$ cat config.mk
export PLATFORM = sky130hd
export DESIGN_NAME = eight_bit_alu_with_bcd_core
export DESIGN_NICKNAME = d
export VERILOG_FILES = /design/src/rtl/alu8bcd_pkg.sv /design/src/rtl/eight_bit_alu_with_bcd_core.sv
export SDC_FILE = /design/constraint.sdc
export NUM_CORES = 1
export LEC_CHECK = 0
export ABC_AREA = 1
export BUFFER_PORTS_ARGS = -buffer_cell sky130_fd_sc_hd__buf_2
export CELL_PAD_IN_SITES_DETAIL_PLACEMENT = 1
export CELL_PAD_IN_SITES_GLOBAL_PLACEMENT = 1
export CORE_UTILIZATION = 45
export DETAILED_ROUTE_END_ITERATION = 8
export HOLD_SLACK_MARGIN = 0.1
export PLACE_DENSITY = 0.81
export REMOVE_ABC_BUFFERS = 1
export SYNTH_ARGS = -nofsm -noshare
export SYNTH_HDL_FRONTEND = slang
export SYNTH_SLANG_ARGS = --single-unit
$ cat constraint.sdc
create_clock -name clk -period 6.23 [get_ports clk]
set_input_delay 0.3115 -clock clk [delete_from_list [all_inputs] [get_ports clk]]
set_output_delay 0.3115 -clock clk [all_outputs]
set_load 0.01 [all_outputs]
$ cat src/rtl/alu8bcd_pkg.sv
// Package: operation codes, field widths and the result record of the 8-bit ALU.
package alu8bcd_pkg;

	localparam int OP_W = 5;

	localparam logic [OP_W-1:0] OP_ADC = 5'd0;
	localparam logic [OP_W-1:0] OP_AND = 5'd1;
	localparam logic [OP_W-1:0] OP_ASL = 5'd2;
	localparam logic [OP_W-1:0] OP_BIT = 5'd3;
	localparam logic [OP_W-1:0] OP_CMP = 5'd4;
	localparam logic [OP_W-1:0] OP_CPX = 5'd5;
	localparam logic [OP_W-1:0] OP_CPY = 5'd6;
	localparam logic [OP_W-1:0] OP_DEC = 5'd7;
	localparam logic [OP_W-1:0] OP_EOR = 5'd8;
	localparam logic [OP_W-1:0] OP_INC = 5'd9;
	localparam logic [OP_W-1:0] OP_LD  = 5'd10;
	localparam logic [OP_W-1:0] OP_LSR = 5'd11;
	localparam logic [OP_W-1:0] OP_ORA = 5'd12;
	localparam logic [OP_W-1:0] OP_ROL = 5'd13;
	localparam logic [OP_W-1:0] OP_ROR = 5'd14;
	localparam logic [OP_W-1:0] OP_SBC = 5'd15;
	localparam logic [OP_W-1:0] OP_TRB = 5'd16;
	localparam logic [OP_W-1:0] OP_TSB = 5'd17;

	typedef struct packed {
		logic [7:0] result;
		logic       carry;
		logic       overflow;
		logic       zero;
		logic       negative;
		logic       extra;
	} alu_res_t;

endpackage

$ cat src/rtl/eight_bit_alu_with_bcd_core.sv
// Top level: registered 8-bit ALU with decimal-mode add and subtract.
// The block takes one beat per clock while in_stall is low and returns one result
// beat for each, in order. Inside, a beat is captured in the input register, the
// operation is evaluated in one pass of logic, and the result register holds it
// until the output side takes it. With the output not stalled the sustained rate
// is one beat per cycle; while the result register is stalled, one further beat
// is taken into the input register before in_stall rises.
module eight_bit_alu_with_bcd_core
	import alu8bcd_pkg::*;
(
	input  logic            clk,
	input  logic            arst_n,
	input  logic            in_valid,
	output logic            in_stall,
	input  logic [OP_W-1:0] op,
	input  logic [7:0]      operand,
	input  logic [7:0]      acc_value,
	input  logic [7:0]      x_value,
	input  logic [7:0]      y_value,
	input  logic            carry_in,
	input  logic            overflow_in,
	input  logic            decimal_mode,
	output logic            out_valid,
	input  logic            out_stall,
	output logic [7:0]      result,
	output logic            carry_out,
	output logic            overflow_out,
	output logic            zero_out,
	output logic            negative_out,
	output logic            extra_cycle
);

	logic            valid_s1, valid_s2;
	logic [OP_W-1:0] op_s1;
	logic [7:0]      m_s1, a_s1, x_s1, y_s1;
	logic            c_s1, v_s1, d_s1;
	alu_res_t        res_s2;
	alu_res_t        res;
	logic            s1_free, s2_free;

	// Handshake: a stage is free when empty or when it drains this cycle
	assign s2_free  = !valid_s2 || !out_stall;
	assign s1_free  = !valid_s1 || s2_free;
	assign in_stall = !s1_free;

	// Capture the input beat
	always_ff @(posedge clk or negedge arst_n) begin
		if (!arst_n) begin
			valid_s1 <= 1'b0;
		end else if (s1_free) begin
			valid_s1 <= in_valid;
		end
	end

	always_ff @(posedge clk) begin
		if (s1_free && in_valid) begin
			op_s1 <= op;
			m_s1  <= operand;
			a_s1  <= acc_value;
			x_s1  <= x_value;
			y_s1  <= y_value;
			c_s1  <= carry_in;
			v_s1  <= overflow_in;
			d_s1  <= decimal_mode;
		end
	end

	// Adder path shared by adc and sbc; sbc adds the inverted operand
	logic       is_sub;
	logic [7:0] b_add;
	logic [8:0] bin_sum;
	logic       bin_v;
	logic [4:0] lo_raw;
	logic [5:0] lo_add;
	logic [3:0] lo_nib;
	logic       mid;
	logic [8:0] hi_raw;
	logic [9:0] hi_adj;

	always_comb begin
		is_sub  = (op_s1 == OP_SBC);
		b_add   = is_sub ? ~m_s1 : m_s1;
		bin_sum = {1'b0, a_s1} + {1'b0, b_add} + {8'd0, c_s1};
		bin_v   = ~(a_s1[7] ^ b_add[7]) & (a_s1[7] ^ bin_sum[7]);

		// Low digit with decimal correction
		lo_raw = {1'b0, a_s1[3:0]} + {1'b0, b_add[3:0]} + {4'd0, c_s1};
		lo_add = (lo_raw > 5'd9) ? ({1'b0, lo_raw} + 6'd6) : {1'b0, lo_raw};
		if (is_sub) begin
			mid    = (lo_raw > 5'd15);
			lo_nib = (lo_raw <= 5'd15) ? (lo_raw[3:0] - 4'd6) : lo_raw[3:0];
		end else begin
			mid    = (lo_add > 6'd15);
			lo_nib = lo_add[3:0];
		end

		// High digit; wraps as two's complement so bit 8 carries the flag
		hi_raw = {1'b0, a_s1[7:4], 4'd0} + {1'b0, b_add[7:4], 4'd0}
			+ {4'd0, mid, 4'd0} + {5'd0, lo_nib};
		if (is_sub) begin
			hi_adj = (hi_raw <= 9'h0ff) ? ({1'b0, hi_raw} - 10'h060) : {1'b0, hi_raw};
		end else begin
			hi_adj = (hi_raw > 9'h09f) ? ({1'b0, hi_raw} + 10'h060) : {1'b0, hi_raw};
		end
	end

	// Compare path
	logic [7:0] cmp_reg;
	logic [8:0] cmp_diff;

	always_comb begin
		if (op_s1 == OP_CMP) begin
			cmp_reg = a_s1;
		end else if (op_s1 == OP_CPX) begin
			cmp_reg = x_s1;
		end else begin
			cmp_reg = y_s1;
		end
		cmp_diff = {1'b0, cmp_reg} - {1'b0, m_s1};
	end

	// Select the operation and form the flags
	always_comb begin
		res.result   = a_s1;
		res.carry    = c_s1;
		res.overflow = v_s1;
		res.extra    = 1'b0;
		res.zero     = 1'b0;
		res.negative = 1'b0;
		unique case (op_s1)
			OP_ADC, OP_SBC: begin
				if (d_s1) begin
					res.result = hi_adj[7:0];
					res.carry  = hi_adj[8];
					res.extra  = 1'b1;
				end else begin
					res.result   = bin_sum[7:0];
					res.carry    = bin_sum[8];
					res.overflow = bin_v;
				end
			end
			OP_AND: res.result = a_s1 & m_s1;
			OP_EOR: res.result = a_s1 ^ m_s1;
			OP_ORA: res.result = a_s1 | m_s1;
			OP_ASL: begin
				res.result = {m_s1[6:0], 1'b0};
				res.carry  = m_s1[7];
			end
			OP_LSR: begin
				res.result = {1'b0, m_s1[7:1]};
				res.carry  = m_s1[0];
			end
			OP_ROL: begin
				res.result = {m_s1[6:0], c_s1};
				res.carry  = m_s1[7];
			end
			OP_ROR: begin
				res.result = {c_s1, m_s1[7:1]};
				res.carry  = m_s1[0];
			end
			OP_DEC: res.result = m_s1 - 8'd1;
			OP_INC: res.result = m_s1 + 8'd1;
			OP_LD:  res.result = m_s1;
			OP_CMP, OP_CPX, OP_CPY: begin
				res.result = cmp_reg;
				res.carry  = ~cmp_diff[8];
			end
			OP_BIT: begin
				res.result   = a_s1;
				res.overflow = m_s1[6];
			end
			OP_TRB: begin
				res.result   = ~a_s1 & m_s1;
				res.overflow = m_s1[6];
			end
			OP_TSB: begin
				res.result   = a_s1 | m_s1;
				res.overflow = m_s1[6];
			end
			default: res.result = a_s1;
		endcase

		// Z and N: compares look at the difference, bit tests at A AND M and M
		if (op_s1 == OP_CMP || op_s1 == OP_CPX || op_s1 == OP_CPY) begin
			res.zero     = (cmp_diff[7:0] == 8'd0);
			res.negative = cmp_diff[7];
		end else if (op_s1 == OP_BIT || op_s1 == OP_TRB || op_s1 == OP_TSB) begin
			res.zero     = ((a_s1 & m_s1) == 8'd0);
			res.negative = m_s1[7];
		end else begin
			res.zero     = (res.result == 8'd0);
			res.negative = res.result[7];
		end
	end

	// Advance into the result register, hold while stalled
	always_ff @(posedge clk or negedge arst_n) begin
		if (!arst_n) begin
			valid_s2 <= 1'b0;
		end else if (s2_free) begin
			valid_s2 <= valid_s1;
		end
	end

	always_ff @(posedge clk) begin
		if (s2_free && valid_s1) begin
			res_s2 <= res;
		end
	end

	assign out_valid    = valid_s2;
	assign result       = res_s2.result;
	assign carry_out    = res_s2.carry;
	assign overflow_out = res_s2.overflow;
	assign zero_out     = res_s2.zero;
	assign negative_out = res_s2.negative;
	assign extra_cycle  = res_s2.extra;

endmodule

# After elaboration in Yosys (flattened, before gate mapping)
# Cells that the tools add are included.
[word_totals]
regBits = 55
latch_bits = 0
ramBits = 0
rom_bits = 0
in_bits = 44
out_inout_bits = 15
n_memories = 0
[op_classes]
addsub = 14
n_mul = 0
div_mod_pow = 0
magnitude_cmp = 6
n_eq_ne = 17
shifts = 0
mux = 18
bitwise_logic = 11
n_reduce_logical = 22
[ops]
columns = ["cell", "n"]
rows = [
  ["8-bit case mux with 13 select lines", 1],
  ["5-bit by 4-bit equality test with 1-bit output (second input constant)", 8],
  ["9-bit two-way mux", 4],
  ["8-bit zero test", 3],
  ["8-bit two-way mux", 3],
  ["5-bit by 3-bit equality test with 1-bit output (second input constant)", 4],
  ["8-bit by 8-bit adder with 9-bit output", 2],
  ["8-bit bitwise AND", 2],
  ["8-bit inverter", 2],
  ["5-bit by 2-bit equality test with 1-bit output (second input constant)", 2],
  ["5-bit equality test (second input constant)", 2],
  ["5-bit by 4-bit > comparator with 1-bit output (second input constant)", 2],
  ["9-bit by 1-bit adder with 9-bit output", 1],
  ["9-bit by 4-bit adder with 9-bit output", 1],
  ["9-bit by 5-bit adder with 9-bit output", 1],
  ["9-bit by 7-bit adder with 9-bit output (second input constant)", 1],
  ["9-bit by 8-bit > comparator with 1-bit output (second input constant)", 1],
  ["9-bit by 8-bit less-or-equal comparator with 1-bit output (second input constant)", 1],
  ["8-bit by 8-bit subtractor with 9-bit output", 1],
  ["9-bit by 7-bit subtractor with 9-bit output (second input constant)", 1],
  ["8-bit by 1-bit adder with 8-bit output (second input constant)", 1],
  ["4-bit two-way mux", 2],
  ["8-bit bitwise OR", 1],
  ["2-bit OR reduction", 4],
  ["22 further kinds", 37],
]

# Logic depth before layout (Yosys ltp)
# Gate-level depths: netlist (run 1).
[depth]
word_depth = 18
mapped_depth = 39
depth_no_buf = 37

# Worst setup path before layout (run 1)
# OpenSTA, ideal clock, no wires.
[synth_path]
path_type = "register to register"
from = "reg op_s1[4]"
to = "reg res_s2 (netlist bit zero_out) (data pin)"
setup_time_ps = 253
t_arrival_ps = 4846
setup_slack_ps = 1131
stages_incl_launch_ff = 38
n_path_buf = 1
synth_period_minus_slack_ps = 5099
path_cell_list = "edfxtp_1 -> inv_2 -> nand3_4 -> nor2_4 -> buf_1 -> xor2_1 -> fa_1 -> inv_1 -> nand2_2 -> nand2_1 -> nand3_1 -> nand2_1 -> inv_1 -> nand2_1 -> o21ai_0 -> fa_1 -> ha_1 -> fa_1 -> (+2 left out) -> nand2_1 -> inv_1 -> nand2_1 -> nor2_1 -> nand4_1 -> nand2_1 -> nand2_1 -> nand2_2 -> nand2_1 -> nand2_1 -> nand2_1 -> nand2_1 -> nand2_1 -> nand2_1 -> nand2_1 -> o21bai_1 -> nand2_1 -> nand2_1"
[synth_lines]
columns = ["element", "line", "source"]
rows = [
  ["start: declaration", "eight_bit_alu_with_bcd_core.sv:34", "logic [OP_W-1:0] op_s1;"],
  ["start signal: assignment", "eight_bit_alu_with_bcd_core.sv:57", "op_s1 <= op;"],
  ["end signal: assignment", "eight_bit_alu_with_bcd_core.sv:207", "res_s2 <= res;"],
  ["end: declaration", "eight_bit_alu_with_bcd_core.sv:37", "alu_res_t res_s2;"],
]

==> results of run 1 <==
==> layout make-up <==
cell class | instances | area (µm²)
inverter | 93 | 352
sequential | 55 | 1640
clock inverter | 2 | 38.8
clock buffer | 6 | 72.6
timing repair buffer | 64 | 338
multi-input combinational | 441 | 2860
tap | 136 | 170
fill | 1294 | 4940
==> worst reg2reg max path, delay by kind of cell, from the launching register on <==
kind	cells	cell delay, ns
XOR/XNOR	2	0.54
flip-flops	1	0.52
buffers and inverters	5	0.57
AND/OR/NAND/NOR	23	2.11
adder cells (fa/ha/maj)	4	1.41
AO/OA/AOI/OAI	2	0.24
==> report_power, final <==
part           switching (mW)  internal [mW]  total (mW)
combinational           0.335          0.175       0.510
sequential             0.0268          0.450       0.477
clock                   0.128          0.122       0.250
==> per-layer routing <==
layer	up-vias	routed length [µm]	global-route usage, %
met1	2200	6320	32.9
met5	-	0	0
met4	0	528	11.7
met2	135	7200	47.5
li1	2139	-	-
met3	45	687	5.70
==> cell usage in the layout, fill, tap and decap left out, types with 12 or more instances in the layout <==
master	synthesis	final
buf_2	3	58
a21oi_1	24	24
o22ai_1	12	12
xor2_1	18	18
nand3_1	37	37
edfxtp_1	53	53
o21ai_0	22	22
inv_2	13	13
nor2_1	55	55
nand2_1	121	121
ha_1	52	52
inv_1	79	79
==> per-stage QoR <==
step / util, % / power, mW / cells
floorplan: - / 0.833 / 589
global placement: 51.1 / 0.964 / 785
detailed placement: 51.1 / 0.987 / 785
CTS: 52.3 / 1.24 / 794
global route: 52.5 / 1.32 / 797
finish: 52.5 / 1.24 / 797
==> timing repair <==
| action | in CTS | in global routing |
|---|---|---|
| setup endpoints to repair | 0 | 3 |
| hold buffers | 1 | 0 |
| setup buffers | 0 | 3 |
| endpoints found under the hold margin | 2 | 0 |
==> final timing paths <==
check	from	endpoint	slack, ns	cells past startpoint
min in group asynchronous	arst_n	valid_s1	0.27	2
setup / recovery	op_s1[4]	zero_out	0.63	36
hold / removal	acc_value[3]	a_s1[3]	0.14	1
max in group asynchronous	arst_n	out_valid	5.86	2
hold reg to reg	valid_s1	out_valid	0.48	2
setup reg to reg	op_s1[4]	zero_out	0.63	36
==> registers in the layout, indices dropped and copies added (netlist names) <==
name          count
a_s1              8
m_s1              8
result            8
x_s1              8
y_s1              8
op_s1             5
c_s1              1
carry_out         1
d_s1              1
extra_cycle       1
negative_out      1
out_valid         1
overflow_out      1
v_s1              1
valid_s1          1
zero_out          1
==> cell families after synthesis <==
logic type	count (synthesis)	synth area share (%)
buf+inv	99	8.03
flops	55	33.5
compound gates	100	13.2
simple gates	263	25.6
fa+ha+maj	59	16.2
xor+xnor	19	3.40
==> flow_summary_export.csv, run 1 <==
group,metric,value,unit
yosys,avgSynthCellArea,8.22,µm²
sta,skew,0.00922,ns
setup_path,path_buf_inv,5,
drt,ant_nets,0,
setup_path,slowest_stage,"edfxtp_1",
drt,wl_per_cell,18.5,µm
pwr,ir_worst_vdd,0.145,mV
clocking,clockBufferDepth,2,
setup_path,endpoint_kind,"flop",
sta,timing.final.crit_period,5.60,ns
yosys,synth_top_area_cell,"edfxtp_1",
setup_path,path_delay_family,"simple AND/OR/NAND/NOR gates",
yosys,synth_cell_types,55,
place,hpwl,12000,µm
clocking,cts_sinks,55,
sta,hold_violations,0,
setup_path,crit_top_cell,"nand2_1",
sta,timing.fmax,0.178,GHz
floorplanning,fp-row-count,37,
clocking,path_clk_slew,0.10,ns
floorplanning,dieArea,11300,µm²
sta,whs,0.141,ns
place,placed_cell_area,5330,µm²
yosys,synth_commonest_cells,"nand2_1 (121), inv_1 (79), nor2_1 (55)",
setup_path,critical-path-max-stage-delay,0.52,ns
global_routing,antenna_found_initial,0,
sta,timing.final.ws_setup,0.626,ns
yosys,synth.top_cell.area_share,32.5,%
setup_path,crit_type,"flop to flop",
floorplanning,start_util,47.0,%
yosys,seq_area_frac_synth,33.5,%
yosys,syn_area,4890,µm²
setup_path,critPathMaxFanout,6,
pwr,p_leak,2.55,nW
sta,period_share,90.0,%
run_status,status,"completed",
floorplanning,die_w,106,µm
yosys,ys_ff_latch,55,
yosys,netlist_top_cells_area,"edfxtp_1 (33%), ha_1 (13%), nand2_1 (9.3%)",
setup_path,crit_arrival,5.70,ns
drt,first_pass_iters,5,
worst_hold_path,hold_class,"input port to flop",
setup_path,critPathRequiredTime,6.32,ns
cells_and_area,syn_to_final_growth,11.8,%
cells_and_area,final_area,5470,µm²
global_routing,grt_first_pass_wirelength,23600,µm
cells_and_area,n_antenna_cell,0,
yosys,synth_cells,595,
drt,wl,14700,µm
yosys,synthFlopType,"edfxtp_1",
global_routing,overflow,0,
place,port_buffers,58,
place,dpl_worst_slack,0.463,ns
sta,tightest_slew,0.823,ns
yosys,synth-edff-count,53,
pwr,power_density,226,nW/µm²
clocking,clk_latency,0.34,ns
clocking,cts_tree,"built",
run,maxCapViolations,0,
sta,setup_violations,0,
clocking,cts_buffers,5,
cells_and_area,nets,763,
clocking,htreeDepth,2,
floorplanning,top_level_ports,59,
yosys,synth_warnings,0,
floorplanning,die_height,106,µm
clocking,root_buffer,"clkbuf_8",
floorplanning,fp.coreArea,10400,µm²
sta,rsz0062_at_grt,"false",
global_routing,grt_pass1_vias,4738,
global_routing,grt_max_degree,41,
drt,via_per_inst,5.67,
clocking,postCtsResizedCells,0,
drt,drtIter0Drc,213,
drt,vias,4519,
place,gp_congestion,0.953,
yosys,synth_most_common_cell,"nand2_1",
drt,detail_route.drc_violations,0,
sta,slew_violations,0,
sta,relSlewSlack,44.9,%
yosys,synthArstFlopShare,3.64,%
sta,tns,0,ns
cells_and_area,drive_gt1_share,18.2,%
setup_path,cp-start-kind,"flop",
global_routing,gr-usage-all-layers,27.5,%
Note: power is estimated with default switching activity, not from simulation.
==> run 2: changes to the inputs <==
--- a/config.mk
+++ b/config.mk
@@ -9,6 +9,7 @@
 export BUFFER_PORTS_ARGS = -buffer_cell sky130_fd_sc_hd__buf_2
 export CELL_PAD_IN_SITES_DETAIL_PLACEMENT = 1
 export CELL_PAD_IN_SITES_GLOBAL_PLACEMENT = 1
+export CORE_ASPECT_RATIO = 0.7
 export CORE_UTILIZATION = 45
 export DETAILED_ROUTE_END_ITERATION = 8
 export HOLD_SLACK_MARGIN = 0.1
==> flow_summary_export.csv, run 2 (same netlist as run 1, synthesis figures left out) <==
group,metric,value,unit
run_status,status,"completed",
setup_path,critPathRequiredTime,6.29,ns
worst_hold_path,hold_start,"acc_value[7]",
clocking,clockBufferDepth,2,
run,maxCapViolations,0,
drt,ant_nets,0,
sta,tightest_slew,0.816,ns
clocking,clk_latency,0.31,ns
sta,timing.fmax,0.181,GHz
floorplanning,die_w,127,µm
setup_path,startpoint,"op_s1[4]",
cells_and_area,final_cells,794,
setup_path,endpoint_kind,"flop",
sta,tns,0,ns
place,gp_congestion,0.922,
global_routing,gr-usage-all-layers,28.4,%
sta,period_share,88.5,%
setup_path,critical-path-max-stage-delay,0.51,ns
drt,wl_per_cell,19.4,µm
setup_path,timing.rr.start,"op_s1[4]",
global_routing,grt_max_degree,38,
worst_hold_path,hold_path_depth,1,
sta,slew_violations,0,
floorplanning,dieArea,11300,µm²
setup_path,crit_arrival,5.57,ns
drt,drtIter0Drc,328,
floorplanning,die_height,89.2,µm
global_routing,grt_pass1_vias,4565,
drt,wl,15400,µm
cells_and_area,syn_to_final_growth,12.6,%
global_routing,antenna_found_initial,0,
floorplanning,fp.coreArea,10500,µm²
floorplanning,start_util,46.7,%
cells_and_area,final_common_cell,"nand2_1",
sta,timing.final.crit_period,5.51,ns
place,placed_cells,782,
setup_path,crit_type,"flop to flop",
place,hpwl,12500,µm
setup_path,crit_top_cell,"nand2_1",
sta,setup_violations,0,
cells_and_area,final_cell_mix,"nand2_1 (121), inv_1 (79), buf_2 (58)",
clocking,htreeDepth,2,
pwr,power_density,233,nW/µm²
sta,relSlewSlack,45.3,%
setup_path,r2r_cells,35,
clocking,cts_sinks,55,
clocking,postCtsResizedCells,0,
clocking,root_buffer,"clkbuf_16",
pwr,ir_worst_vdd,0.128,mV
drt,first_pass_iters,4,
drt,vias,4488,
setup_path,reg2reg_to,"zero_out",
clocking,cts_buffers,5,
clocking,cts_tree,"built",
global_routing,overflow,0,
floorplanning,fp-row-count,31,
floorplanning,top_level_ports,59,
drt,via_per_inst,5.65,
worst_hold_path,hold_class,"input port to flop",
pwr,p_leak,2.57,nW
global_routing,grt_first_pass_wirelength,24200,µm
cells_and_area,nets,764,
cells_and_area,drive_gt1_share,18.3,%
setup_path,critPathMaxFanout,7,
clocking,path_clk_slew,0.08,ns
drt,detail_route.drc_violations,0,
cells_and_area,n_antenna_cell,0,
pwr,power,1.28,mW
worst_hold_path,hold_end,"a_s1[7]",
sta,hold_violations,0,
setup_path,slowest_stage,"edfxtp_1",
sta,whs,0.174,ns
setup_path,cp-start-kind,"flop",
sta,rsz0062_at_grt,"false",
place,port_buffers,58,
setup_path,r2r_slack,0.72,ns
sta,skew,0.00768,ns
[run 2: what timing repair did]
item                                    4_1_cts  5_1_grt
endpoints found under the setup margin        0        1
buffers inserted                              0        3
hold buffers                                  1        0
endpoints found under the hold margin         2        0
[run 2: critical path, delay by kind of cell, from the launching register on]
kind | cells | cell delay [ns]
DFF | 1 | 0.51
xor gates and xnor gates | 2 | 0.53
AOI/OAI and AO/OA | 3 | 0.36
buffers and inverters | 5 | 0.63
adders and majority gates | 4 | 1.32
and+or+nand+nor | 21 | 1.91
[run 2: worst max path at each step]
| stage | endpoint | slack, ns | cells after the start |
|---|---|---|---|
| 2_1_floorplan | zero_out | 1.39 | 36 |
| 3_3_place_gp | zero_out | 0.91 | 36 |
| 3_5_place_dp | zero_out | 0.54 | 36 |
| 4_1_cts | zero_out | 0.53 | 36 |
| 5_1_grt | zero_out | 0.27 | 35 |
| 6_report | zero_out | 0.72 | 35 |
[run 2: power breakdown]
| part | total [mW] | internal, mW | switching (mW) |
|---|---|---|---|
| Sequential | 0.478 | 0.451 | 0.0273 |
| Clock | 0.291 | 0.149 | 0.142 |
| Combinational | 0.515 | 0.176 | 0.339 |
[run 2: area by class of cell]
| class | instances | area, µm² |
|---|---|---|
| clock buffer | 5 | 125 |
| clock inverter | 3 | 20.0 |
| fill | 1313 | 4960 |
| inverter | 93 | 352 |
| multi-input combinational | 441 | 2860 |
| sequential | 55 | 1640 |
| tap | 132 | 165 |
| timing repair buffer | 65 | 345 |
[run 2: routing by layer]
| layer | up-vias | share of wire [%] | global-route usage (%) |
|---|---|---|---|
| met2 | 145 | 45 | 48.4 |
| met4 | 0 | 0.79 | 3.50 |
| li1 | 2143 | - | - |
| met1 | 2180 | 48 | 38.8 |
| met3 | 20 | 6.4 | 5.45 |
| met5 | - | 0 | 0 |
[run 2: through the flow]
stage | cell area, µm² | util, % | setup WS, ns
3_5_place_dp | 5330 | 50.9 | 0.545
2_1_floorplan | 4850 | - | 1.39
5_1_grt | 5510 | 52.6 | 0.273
6_report | 5510 | 52.6 | 0.719
3_3_place_gp | 5330 | 50.9 | 0.915
4_1_cts | 5490 | 52.4 | 0.532
